**src/hdl/npm_pkg.sv**
```systemverilog
// Shared types and constants for the non-overlapping pattern matcher.
// No dependencies; every other file of the block imports this package.
package npm_pkg;

    localparam int MAX_PATTERN = 16;
    localparam int POS_BITS    = 16;
    localparam int BYTE_W      = 8;
    localparam int CFG_W       = 64;
    localparam int CFG_BYTES   = 16;
    localparam int CFG_SEL_W   = 4;
    localparam int LEN_W       = 5;
    localparam int IDX_W       = 16;
    localparam int CNT_W       = $clog2(MAX_PATTERN + 1);
    localparam int REG_IDX_W   = 2;

    typedef enum logic [REG_IDX_W-1:0] {
        REG_PAT_LO  = 2'd0,
        REG_PAT_HI  = 2'd1,
        REG_PAT_LEN = 2'd2
    } t_reg_idx;

    // Per-cell shift control: advance the window, load zero instead of neighbor byte
    typedef struct packed {
        logic shift;
        logic zero;
    } t_cell_ctl;

    typedef struct packed {
        logic             match_end;
        logic [IDX_W-1:0] match_start;
        logic [IDX_W-1:0] byte_index;
        logic             found_any;
        logic             string_done;
    } t_result;

endpackage

```
**src/hdl/npm_if.sv**
```systemverilog
// Valid/ready channels of the pattern matcher: text request in, result request out.
// Depends on npm_pkg for field widths.
interface npm_in_if;
    import npm_pkg::*;
    logic              valid;
    logic              ready;
    logic [BYTE_W-1:0] text_byte;
    logic              first_byte;
    logic              last_byte;

    modport source (output valid, output text_byte, output first_byte, output last_byte,
                    input ready);
    modport sink   (input valid, input text_byte, input first_byte, input last_byte,
                    output ready);
endinterface

interface npm_out_if;
    import npm_pkg::*;
    logic             valid;
    logic             ready;
    logic             match_end;
    logic [IDX_W-1:0] match_start;
    logic [IDX_W-1:0] byte_index;
    logic             found_any;
    logic             string_done;

    modport source (output valid, output match_end, output match_start, output byte_index,
                    output found_any, output string_done, input ready);
    modport sink   (input valid, input match_end, input match_start, input byte_index,
                    input found_any, input string_done, output ready);
endinterface

```
**src/hdl/npm_cell.sv**
```systemverilog
// One window cell: holds one text byte, passes it to the next cell on each shift
// and compares the byte it takes in against its aligned pattern byte. Uses npm_pkg.
module npm_cell (
    input  logic                      i_clk,
    input  npm_pkg::t_cell_ctl        i_ctl,
    input  logic [npm_pkg::BYTE_W-1:0] i_byte,
    input  logic [npm_pkg::BYTE_W-1:0] i_pat,
    input  logic                      i_active,
    output logic [npm_pkg::BYTE_W-1:0] o_byte,
    output logic                      o_eq
);
    import npm_pkg::*;

    logic [BYTE_W-1:0] w_byte;
    logic [BYTE_W-1:0] r_byte;

    assign w_byte = i_ctl.zero ? '0 : i_byte;
    // cells beyond the pattern length always agree
    assign o_eq   = !i_active || (w_byte == i_pat);
    assign o_byte = r_byte;

    always_ff @(posedge i_clk) begin
        if (i_ctl.shift) begin
            r_byte <= w_byte;
        end
    end

endmodule

```
**src/hdl/npm_out_buf.sv**
```systemverilog
// Two-entry output buffer for result requests: an output register plus a skid entry.
// Depends on npm_pkg (t_result) and npm_out_if.
module npm_out_buf (
    input  logic             i_clk,
    input  logic             i_rst_n,
    input  logic             i_push,
    input  npm_pkg::t_result i_data,
    output logic             o_ready,
    npm_out_if.source        o_out
);
    import npm_pkg::*;

    logic    r_out_valid, n_out_valid;
    logic    r_skid_valid, n_skid_valid;
    t_result r_out, n_out;
    t_result r_skid, n_skid;
    logic    w_pop;

    assign w_pop   = r_out_valid && o_out.ready;
    assign o_ready = !r_skid_valid;

    always_comb begin
        n_out_valid  = r_out_valid;
        n_skid_valid = r_skid_valid;
        n_out        = r_out;
        n_skid       = r_skid;
        if (w_pop || !r_out_valid) begin
            if (r_skid_valid) begin
                n_out        = r_skid;
                n_out_valid  = 1'b1;
                n_skid_valid = i_push;
                n_skid       = i_data;
            end else begin
                n_out       = i_data;
                n_out_valid = i_push;
            end
        end else if (i_push) begin
            // hold the output, park the new request
            n_skid       = i_data;
            n_skid_valid = 1'b1;
        end
    end

    always_ff @(posedge i_clk) begin
        if (!i_rst_n) begin
            r_out_valid  <= 1'b0;
            r_skid_valid <= 1'b0;
        end else begin
            r_out_valid  <= n_out_valid;
            r_skid_valid <= n_skid_valid;
        end
        r_out  <= n_out;
        r_skid <= n_skid;
    end

    assign o_out.valid       = r_out_valid;
    assign o_out.match_end   = r_out.match_end;
    assign o_out.match_start = r_out.match_start;
    assign o_out.byte_index  = r_out.byte_index;
    assign o_out.found_any   = r_out.found_any;
    assign o_out.string_done = r_out.string_done;

endmodule

```
**src/hdl/nonoverlap_pattern_matcher_unit.sv**
```systemverilog
// Non-overlapping pattern matcher: finds leftmost, non-overlapping occurrences of a
// 1 to 16 byte pattern in a byte stream. Depends on npm_pkg, npm_if, npm_cell, npm_out_buf.
//
// One text byte is taken per clock cycle while input ready is high, and each byte yields
// one result, registered in the output buffer. The text window is a row of 16 shift cells,
// each comparing its new byte against the pattern byte aligned to it, so the whole match
// decision and the restart counter update close in the acceptance cycle. A two-entry output
// buffer lets the next byte enter while a result is still waiting to be taken; input ready
// drops only when both entries are full. Write the pattern registers only while the block
// is idle. A byte with first_byte set clears position, restart count and found flag.
module nonoverlap_pattern_matcher_unit (
    input  logic                           i_clk,
    input  logic                           i_rst_n,
    input  logic                           i_cfg_we,
    input  logic [npm_pkg::REG_IDX_W-1:0]  i_cfg_idx,
    input  logic [npm_pkg::CFG_W-1:0]      i_cfg_data,
    npm_in_if.sink                         i_in,
    npm_out_if.source                      o_out
);
    import npm_pkg::*;

    localparam logic [POS_BITS-1:0] POS_MAX = '1;

    // configuration
    logic [CFG_W-1:0] r_pat_lo;
    logic [CFG_W-1:0] r_pat_hi;
    logic [LEN_W-1:0] r_pat_len;

    always_ff @(posedge i_clk) begin
        if (!i_rst_n) begin
            r_pat_lo  <= '0;
            r_pat_hi  <= '0;
            r_pat_len <= LEN_W'(1);
        end else if (i_cfg_we) begin
            case (t_reg_idx'(i_cfg_idx))
                REG_PAT_LO:  r_pat_lo  <= i_cfg_data;
                REG_PAT_HI:  r_pat_hi  <= i_cfg_data;
                REG_PAT_LEN: r_pat_len <= i_cfg_data[LEN_W-1:0];
                default: ;
            endcase
        end
    end

    logic [LEN_W-1:0]  w_len;
    logic [BYTE_W-1:0] w_pat_bytes [CFG_BYTES];

    always_comb begin
        if (r_pat_len == '0) begin
            w_len = LEN_W'(1);
        end else if (r_pat_len > LEN_W'(MAX_PATTERN)) begin
            w_len = LEN_W'(MAX_PATTERN);
        end else begin
            w_len = r_pat_len;
        end
    end

    always_comb begin
        for (int k = 0; k < CFG_BYTES / 2; k++) begin
            w_pat_bytes[k]                 = r_pat_lo[k*BYTE_W +: BYTE_W];
            w_pat_bytes[k + CFG_BYTES / 2] = r_pat_hi[k*BYTE_W +: BYTE_W];
        end
    end

    // acceptance and per-string tracking
    logic w_push;
    logic w_buf_ready;
    logic w_accept;

    assign i_in.ready = w_buf_ready;
    assign w_accept   = i_in.valid && w_buf_ready;

    // window cells: cell 0 holds the newest byte
    t_cell_ctl         w_ctl      [MAX_PATTERN];
    logic [BYTE_W-1:0] w_cell_in  [MAX_PATTERN];
    logic [BYTE_W-1:0] w_cell_out [MAX_PATTERN];
    logic [BYTE_W-1:0] w_cell_pat [MAX_PATTERN];
    logic              w_cell_act [MAX_PATTERN];
    logic [MAX_PATTERN-1:0] w_eq;

    genvar g;
    generate
        for (g = 0; g < MAX_PATTERN; g++) begin : g_cell
            logic [LEN_W-1:0] w_sel;

            assign w_sel         = LEN_W'(w_len - LEN_W'(1) - LEN_W'(g));
            assign w_cell_act[g] = LEN_W'(g) < w_len;
            assign w_cell_pat[g] = w_pat_bytes[w_sel[CFG_SEL_W-1:0]];
            assign w_ctl[g].shift = w_accept;

            if (g == 0) begin : g_head
                assign w_cell_in[g]  = i_in.text_byte;
                assign w_ctl[g].zero = 1'b0;
            end else begin : g_body
                assign w_cell_in[g]  = w_cell_out[g-1];
                assign w_ctl[g].zero = i_in.first_byte;
            end

            npm_cell u_cell (
                .i_clk    (i_clk),
                .i_ctl    (w_ctl[g]),
                .i_byte   (w_cell_in[g]),
                .i_pat    (w_cell_pat[g]),
                .i_active (w_cell_act[g]),
                .o_byte   (w_cell_out[g]),
                .o_eq     (w_eq[g])
            );
        end
    endgenerate

    logic [CNT_W-1:0]    r_count, n_count;
    logic [POS_BITS-1:0] r_pos, n_pos;
    logic                r_seen, n_seen;
    logic [CNT_W-1:0]    w_cnt_base, w_cnt_inc;
    logic [POS_BITS-1:0] w_idx;
    logic                w_hit;
    t_result             w_res;

    always_comb begin
        w_cnt_base = i_in.first_byte ? '0 : r_count;
        w_idx      = i_in.first_byte ? '0 : r_pos;
        w_cnt_inc  = (w_cnt_base < CNT_W'(MAX_PATTERN)) ? CNT_W'(w_cnt_base + CNT_W'(1))
                                                        : w_cnt_base;
        w_hit      = w_accept && (LEN_W'(w_cnt_inc) >= w_len) && (&w_eq);
        n_count    = w_hit ? '0 : w_cnt_inc;
        n_pos      = (w_idx < POS_MAX) ? POS_BITS'(w_idx + POS_BITS'(1)) : w_idx;
        n_seen     = (i_in.first_byte ? 1'b0 : r_seen) | w_hit;
    end

    always_ff @(posedge i_clk) begin
        if (!i_rst_n) begin
            r_count <= '0;
            r_pos   <= '0;
            r_seen  <= 1'b0;
        end else if (w_accept) begin
            r_count <= n_count;
            r_pos   <= n_pos;
            r_seen  <= n_seen;
        end
    end

    always_comb begin
        w_res.match_end   = w_hit;
        w_res.match_start = w_hit ? IDX_W'(w_idx - POS_BITS'(w_len - LEN_W'(1))) : '0;
        w_res.byte_index  = IDX_W'(w_idx);
        w_res.found_any   = n_seen;
        w_res.string_done = i_in.last_byte;
    end

    assign w_push = w_accept;

    npm_out_buf u_out_buf (
        .i_clk   (i_clk),
        .i_rst_n (i_rst_n),
        .i_push  (w_push),
        .i_data  (w_res),
        .o_ready (w_buf_ready),
        .o_out   (o_out)
    );

    // checks
    a_count_range: assert property (@(posedge i_clk) disable iff (!i_rst_n)
        r_count <= CNT_W'(MAX_PATTERN))
        else $error("restart count beyond window");

    a_hit_restarts: assert property (@(posedge i_clk) disable iff (!i_rst_n)
        w_hit |=> (r_count == '0) && r_seen)
        else $error("match did not restart the scan");

    a_match_found: assert property (@(posedge i_clk) disable iff (!i_rst_n)
        (o_out.valid && o_out.match_end) |-> o_out.found_any)
        else $error("match without found flag");

    a_no_start: assert property (@(posedge i_clk) disable iff (!i_rst_n)
        (o_out.valid && !o_out.match_end) |-> (o_out.match_start == '0))
        else $error("start index without match");

    a_hit_needs_bytes: assert property (@(posedge i_clk) disable iff (!i_rst_n)
        w_hit |-> (LEN_W'(w_cnt_inc) >= w_len) && w_accept)
        else $error("match with too few bytes since restart");

endmodule
```
**src/flat_wrapper.sv**
```systemverilog
// flat-port wrapper written by rule: the top's interface ports become plain ports
module nonoverlap_pattern_matcher_unit_flat import npm_pkg::*;
  (i_clk, i_rst_n, i_cfg_we, i_cfg_idx, i_cfg_data, i_in_valid, i_in_text_byte, i_in_first_byte, i_in_last_byte, i_in_ready, o_out_valid, o_out_match_end, o_out_match_start, o_out_byte_index, o_out_found_any, o_out_string_done, o_out_ready);
  npm_in_if i_in_i ();
  npm_out_if o_out_i ();
  input  logic i_clk;
  input  logic i_rst_n;
  input  logic i_cfg_we;
  input  logic [npm_pkg::REG_IDX_W-1:0] i_cfg_idx;
  input  logic [npm_pkg::CFG_W-1:0] i_cfg_data;
  input wire logic [$bits(i_in_i.valid)-1:0] i_in_valid;
  input wire logic [$bits(i_in_i.text_byte)-1:0] i_in_text_byte;
  input wire logic [$bits(i_in_i.first_byte)-1:0] i_in_first_byte;
  input wire logic [$bits(i_in_i.last_byte)-1:0] i_in_last_byte;
  output wire logic [$bits(i_in_i.ready)-1:0] i_in_ready;
  output wire logic [$bits(o_out_i.valid)-1:0] o_out_valid;
  output wire logic [$bits(o_out_i.match_end)-1:0] o_out_match_end;
  output wire logic [$bits(o_out_i.match_start)-1:0] o_out_match_start;
  output wire logic [$bits(o_out_i.byte_index)-1:0] o_out_byte_index;
  output wire logic [$bits(o_out_i.found_any)-1:0] o_out_found_any;
  output wire logic [$bits(o_out_i.string_done)-1:0] o_out_string_done;
  input wire logic [$bits(o_out_i.ready)-1:0] o_out_ready;
  assign i_in_i.valid = i_in_valid;
  assign i_in_i.text_byte = i_in_text_byte;
  assign i_in_i.first_byte = i_in_first_byte;
  assign i_in_i.last_byte = i_in_last_byte;
  assign i_in_ready = i_in_i.ready;
  assign o_out_valid = o_out_i.valid;
  assign o_out_match_end = o_out_i.match_end;
  assign o_out_match_start = o_out_i.match_start;
  assign o_out_byte_index = o_out_i.byte_index;
  assign o_out_found_any = o_out_i.found_any;
  assign o_out_string_done = o_out_i.string_done;
  assign o_out_i.ready = o_out_ready;
  nonoverlap_pattern_matcher_unit u_core (.i_clk(i_clk), .i_rst_n(i_rst_n), .i_cfg_we(i_cfg_we), .i_cfg_idx(i_cfg_idx), .i_cfg_data(i_cfg_data), .i_in(i_in_i), .o_out(o_out_i));
endmodule
```
**config.mk**
```make
export PLATFORM = sky130hd
export DESIGN_NAME = nonoverlap_pattern_matcher_unit_flat
export DESIGN_NICKNAME = d
export VERILOG_FILES = /design/src/hdl/npm_pkg.sv /design/src/hdl/npm_if.sv /design/src/hdl/npm_cell.sv /design/src/hdl/npm_out_buf.sv /design/src/hdl/nonoverlap_pattern_matcher_unit.sv /design/src/flat_wrapper.sv
export SDC_FILE = /design/constraint.sdc
export NUM_CORES = 1
export LEC_CHECK = 0
export ABC_AREA = 1
export BUFFER_PORTS_ARGS = -buffer_cell sky130_fd_sc_hd__buf_2
export CORE_MARGIN = 10
export CORE_UTILIZATION = 40
export CTS_BUF_LIST = sky130_fd_sc_hd__clkbuf_8
export DETAILED_ROUTE_END_ITERATION = 6
export HOLD_SLACK_MARGIN = 0.05
export PLACE_DENSITY = 0.67
export SYNTH_ARGS = -nofsm -noshare
export SYNTH_HDL_FRONTEND = slang
export SYNTH_HIERARCHICAL = 1
export SYNTH_SLANG_ARGS = --single-unit
```
**constraint.sdc**
```tcl
create_clock -name i_clk -period 12.9 [get_ports i_clk]
set_input_delay 0.645 -clock i_clk [delete_from_list [all_inputs] [get_ports i_clk]]
set_output_delay 0.645 -clock i_clk [all_outputs]
set_load 0.1 [all_outputs]
```
==> summary.txt <==
Worst setup path
  – Data arrival, critical path: 8.02 ns
  – Largest stage delay on the critical path: around 0.82 ns
  – Worst Path Required: about 13 ns
  – Critical Path Sink Type: register
  – Worst setup slack for register-to-register paths: 5.41 ns
  – Crit-path slowest cell: sky130_fd_sc_hd__nor2_4
  – Length in cells of the worst reg-to-reg path: 25
  – Library cell appearing most often on the critical path: sky130_fd_sc_hd__nand2_1
  – Crit path launch type: register
  – CP Class: register to register
  – Maximum net fanout on the critical path: 39
  – Reg-to-Reg End: u_core/u_out_buf/o_out.match_start[15]$_DFFE_PP_
  – Worst reg2reg startpoint: u_core/r_pat_len[4]$_SDFFE_PN0P_

Clocking
  – Hold bufs inserted after CTS: 0
  – Reg clk slew, reported paths: ~0.060 ns
  – Number of sinks on the clock net: about 350
  – Clock Latency Late Sink: about 0.70 ns
  – Post-cts resize count: 0
  – Total CTS buffers: a little over 60
  – Number of levels in the clock H-tree: 2
  – Clock tree from TritonCTS: yes
  – Setup Fix Bufs, Post-CTS: 0
  – Bufs on Longest Clock Path: 3
  – Cell chosen for the clock root: sky130_fd_sc_hd__clkbuf_8

Power
  – Leakage component of the power: between 0.01 and 0.015 uW
  – Maximum ir drop on the vdd rail: 91.7 uV
  – Power density over cell area: ~150 mW/mm^2

Die
  – Starting density of the core: 40.3%
  – Die Area: about 0.07 mm^2
  – Placement row count: 89
  – Std-Cell Core Area: 0.0588 mm^2
  – Die W: 263 um
  – Chip height: 263 um
  – Count of pins on the block boundary: 118

Global routing
  – Antenna violations before repair: 2
  – Global-route wire length before repair: 134000 um
  – Global routing usage summed across all routing layers: 24.7%
  – Final global-route overflow total: 0
  – Maximum number of pins on one net before global-route repair: ~120
  – Via count of the first global-routing pass: roughly 21k

Min path
  – Hold-critical path depth: 1
  – Min-Delay Startpoint: i_in_last_byte
  – Endpoint with the worst hold slack: u_core/u_out_buf/r_skid[0]$_DFFE_PP_
  – Worst hold-check path type: input pin to register

Route
  – Drt first pass iters: 7
  – DRC Markers: 25
  – Aggregate routed wire length: 89000 um
  – Post-DRT Antenna Nets: 0
  – Routed wire per std cell: a little over 20 um
  – Number of DRC markers in iteration 0: 2940
  – Mean number of vias per cell: about 5.6
  – Count of vias placed by the detailed router: approximately 24k

Place
  – Final RePlAce weighted congestion: 1.05
  – Detailed-placement wirelength estimate: 68300 um
  – Number of instances in the placed design: about 4.2k
  – Port Buffer Count: between 100 and 150

Layout
  – Area Growth Syn to Fin: 10.7%
  – Number of nets at the end of the flow: 3632
  – Non-Filler Instances: around 4.3k
  – Share of post-route cells with drive strength above 1: under 10%

Yosys
  – Post-synthesis cell area: between 0.02 and 0.025 mm^2
  – Synthesized area per cell: between 6 and 7 um^2
  – Synth Warn #: 6
  – Synthesized instance count: approximately 3.5k

Timing
  – Slew at the pin with the worst max-slew slack: between 1 and 1.5 ns
  – Fin crit period: roughly 7.5 ns
  – Headroom to the max-slew limit: under 10%
  – Share of the clock period used by the worst path: between 50% and 60%
  – Max Clock Freq: around 130 MHz
  – Slew Viols, Final: 0
  – Total setup violations reported at the end of the flow: 0
  – Worst clock skew on the final layout: 0.0391 ns
  – Final Hold Vio Count: 0
  – Accumulated negative setup slack: 0 ns
  – Setup repair after global routing missed its margin: false

Run status
  – Violations in the final reports: DRC
  – Run status: finished, violations left

Flow run
  – Max-capacitance violation count: 0
## where the power goes
| group | total [uW] | internal [uW] | switching (uW) | leakage [uW] |
|---|---|---|---|---|
| clock network | 1230 | 724 | 504 | 0.000766 |
| registers | 1270 | 1230 | 36.1 | 0.00323 |
| logic | 1450 | 379 | 1070 | 0.00817 |
## cell type report
class,instances,area [um^2]
clock inverter,35,415
multi-input combinational,2479,12300
clock buffer,75,1030
sequential,347,8850
tap,773,967
timing repair buffer,141,771
fill,6123,32600
antenna,1,2.50
inverter,491,1860
## sequential cells by signal, summed over array words and instances, names as in the netlist, 5 cells and up
| register | flops |
|---|---|
| u_core/r_pat_len | 5 |
| u_core/r_pat_lo | 64 |
| u_core/r_count | 5 |
| u_core/g_cell.u_cell/o_byte | 120 |
| u_core/u_out_buf/r_skid | 35 |
| u_core/r_pat_hi | 64 |
| u_core/u_out_buf/o_out.match_start | 16 |
| u_core/r_pos | 16 |
| u_core/u_out_buf/o_out.byte_index | 16 |
## how the worst max path moves through the flow
stage | startpoint | end
2_1_floorplan | u_core/u_out_buf/r_skid_valid$_SDFFE_PN0P_ | u_core/u_out_buf/r_skid[0]$_DFFE_PP_
3_3_place_gp | u_core/r_pat_len[4]$_SDFFE_PN0P_ | u_core/u_out_buf/o_out.match_start[14]$_DFFE_PP_
3_5_place_dp | u_core/r_pat_len[4]$_SDFFE_PN0P_ | u_core/u_out_buf/o_out.match_start[15]$_DFFE_PP_
4_1_cts | u_core/r_pat_len[2]$_SDFFE_PN0P_ | u_core/u_out_buf/o_out.match_start[15]$_DFFE_PP_
5_1_grt | u_core/r_pat_len[2]$_SDFFE_PN0P_ | u_core/u_out_buf/o_out.match_start[15]$_DFFE_PP_
6_report | u_core/r_pat_len[4]$_SDFFE_PN0P_ | u_core/u_out_buf/o_out.match_start[15]$_DFFE_PP_
## through the flow
step | hold WS (ns) | setup WS [ns] | utilization (%) | cell area, um^2 | power [uW]
after floorplan | 0.441 | 6.68 | - | 23800 | 2220
after CTS | 0.131 | 5.57 | 44.6 | 26200 | 3910
after global placement | 0.454 | 5.64 | 42.2 | 24800 | 2680
after detailed placement | 0.456 | 5.63 | 42.2 | 24800 | 2680
final | 0.174 | 5.41 | 44.6 | 26200 | 3940
after global routing | 0.150 | 4.71 | 44.6 | 26200 | 4130
## placed cells by master (no fill, tap or decap), drive strengths merged
cell type,instances
clkinv,19
o21bai,33
o21ai,241
o211ai,292
nor4b,1
clkbuf,75
nand2,969
ha,29
dfxtp,157
xor2,12
nor4,2
buf,141
nand3,426
a21oi,173
nand4,8
inv,495
o2111ai,1
nor3b,1
fa,1
o21a,3
nor2,183
nor3,7
xnor2,12
diode,1
nand3b,2
conb,19
a211oi,1
bufinv,10
o31ai,1
a31oi,2
clkinvlp,2
or2,58
edfxtp,190
a21boi,2
## worst max-delay path: cells and delay by family, from the launching register on
family	cells	cell delay, ns
DFF	1	0.44
and+or+nand+nor	19	3.97
AOI/OAI and AO/OA	1	0.22
adders and majority gates	1	0.33
buffers and inverters	3	1.53
xor gates and xnor gates	1	0.78
## layer usage
metal	part of all wire [%]	vias up	GRT usage (%)	wire, um
met4	5.1	0	11.9	4530
met1	44	11224	34.5	38800
met3	11	176	5.87	9720
met5	0	-	0	0
met2	40	1175	35.1	35900
li1	-	11667	-	-
Note: power is estimated with default switching activity, not from simulation.
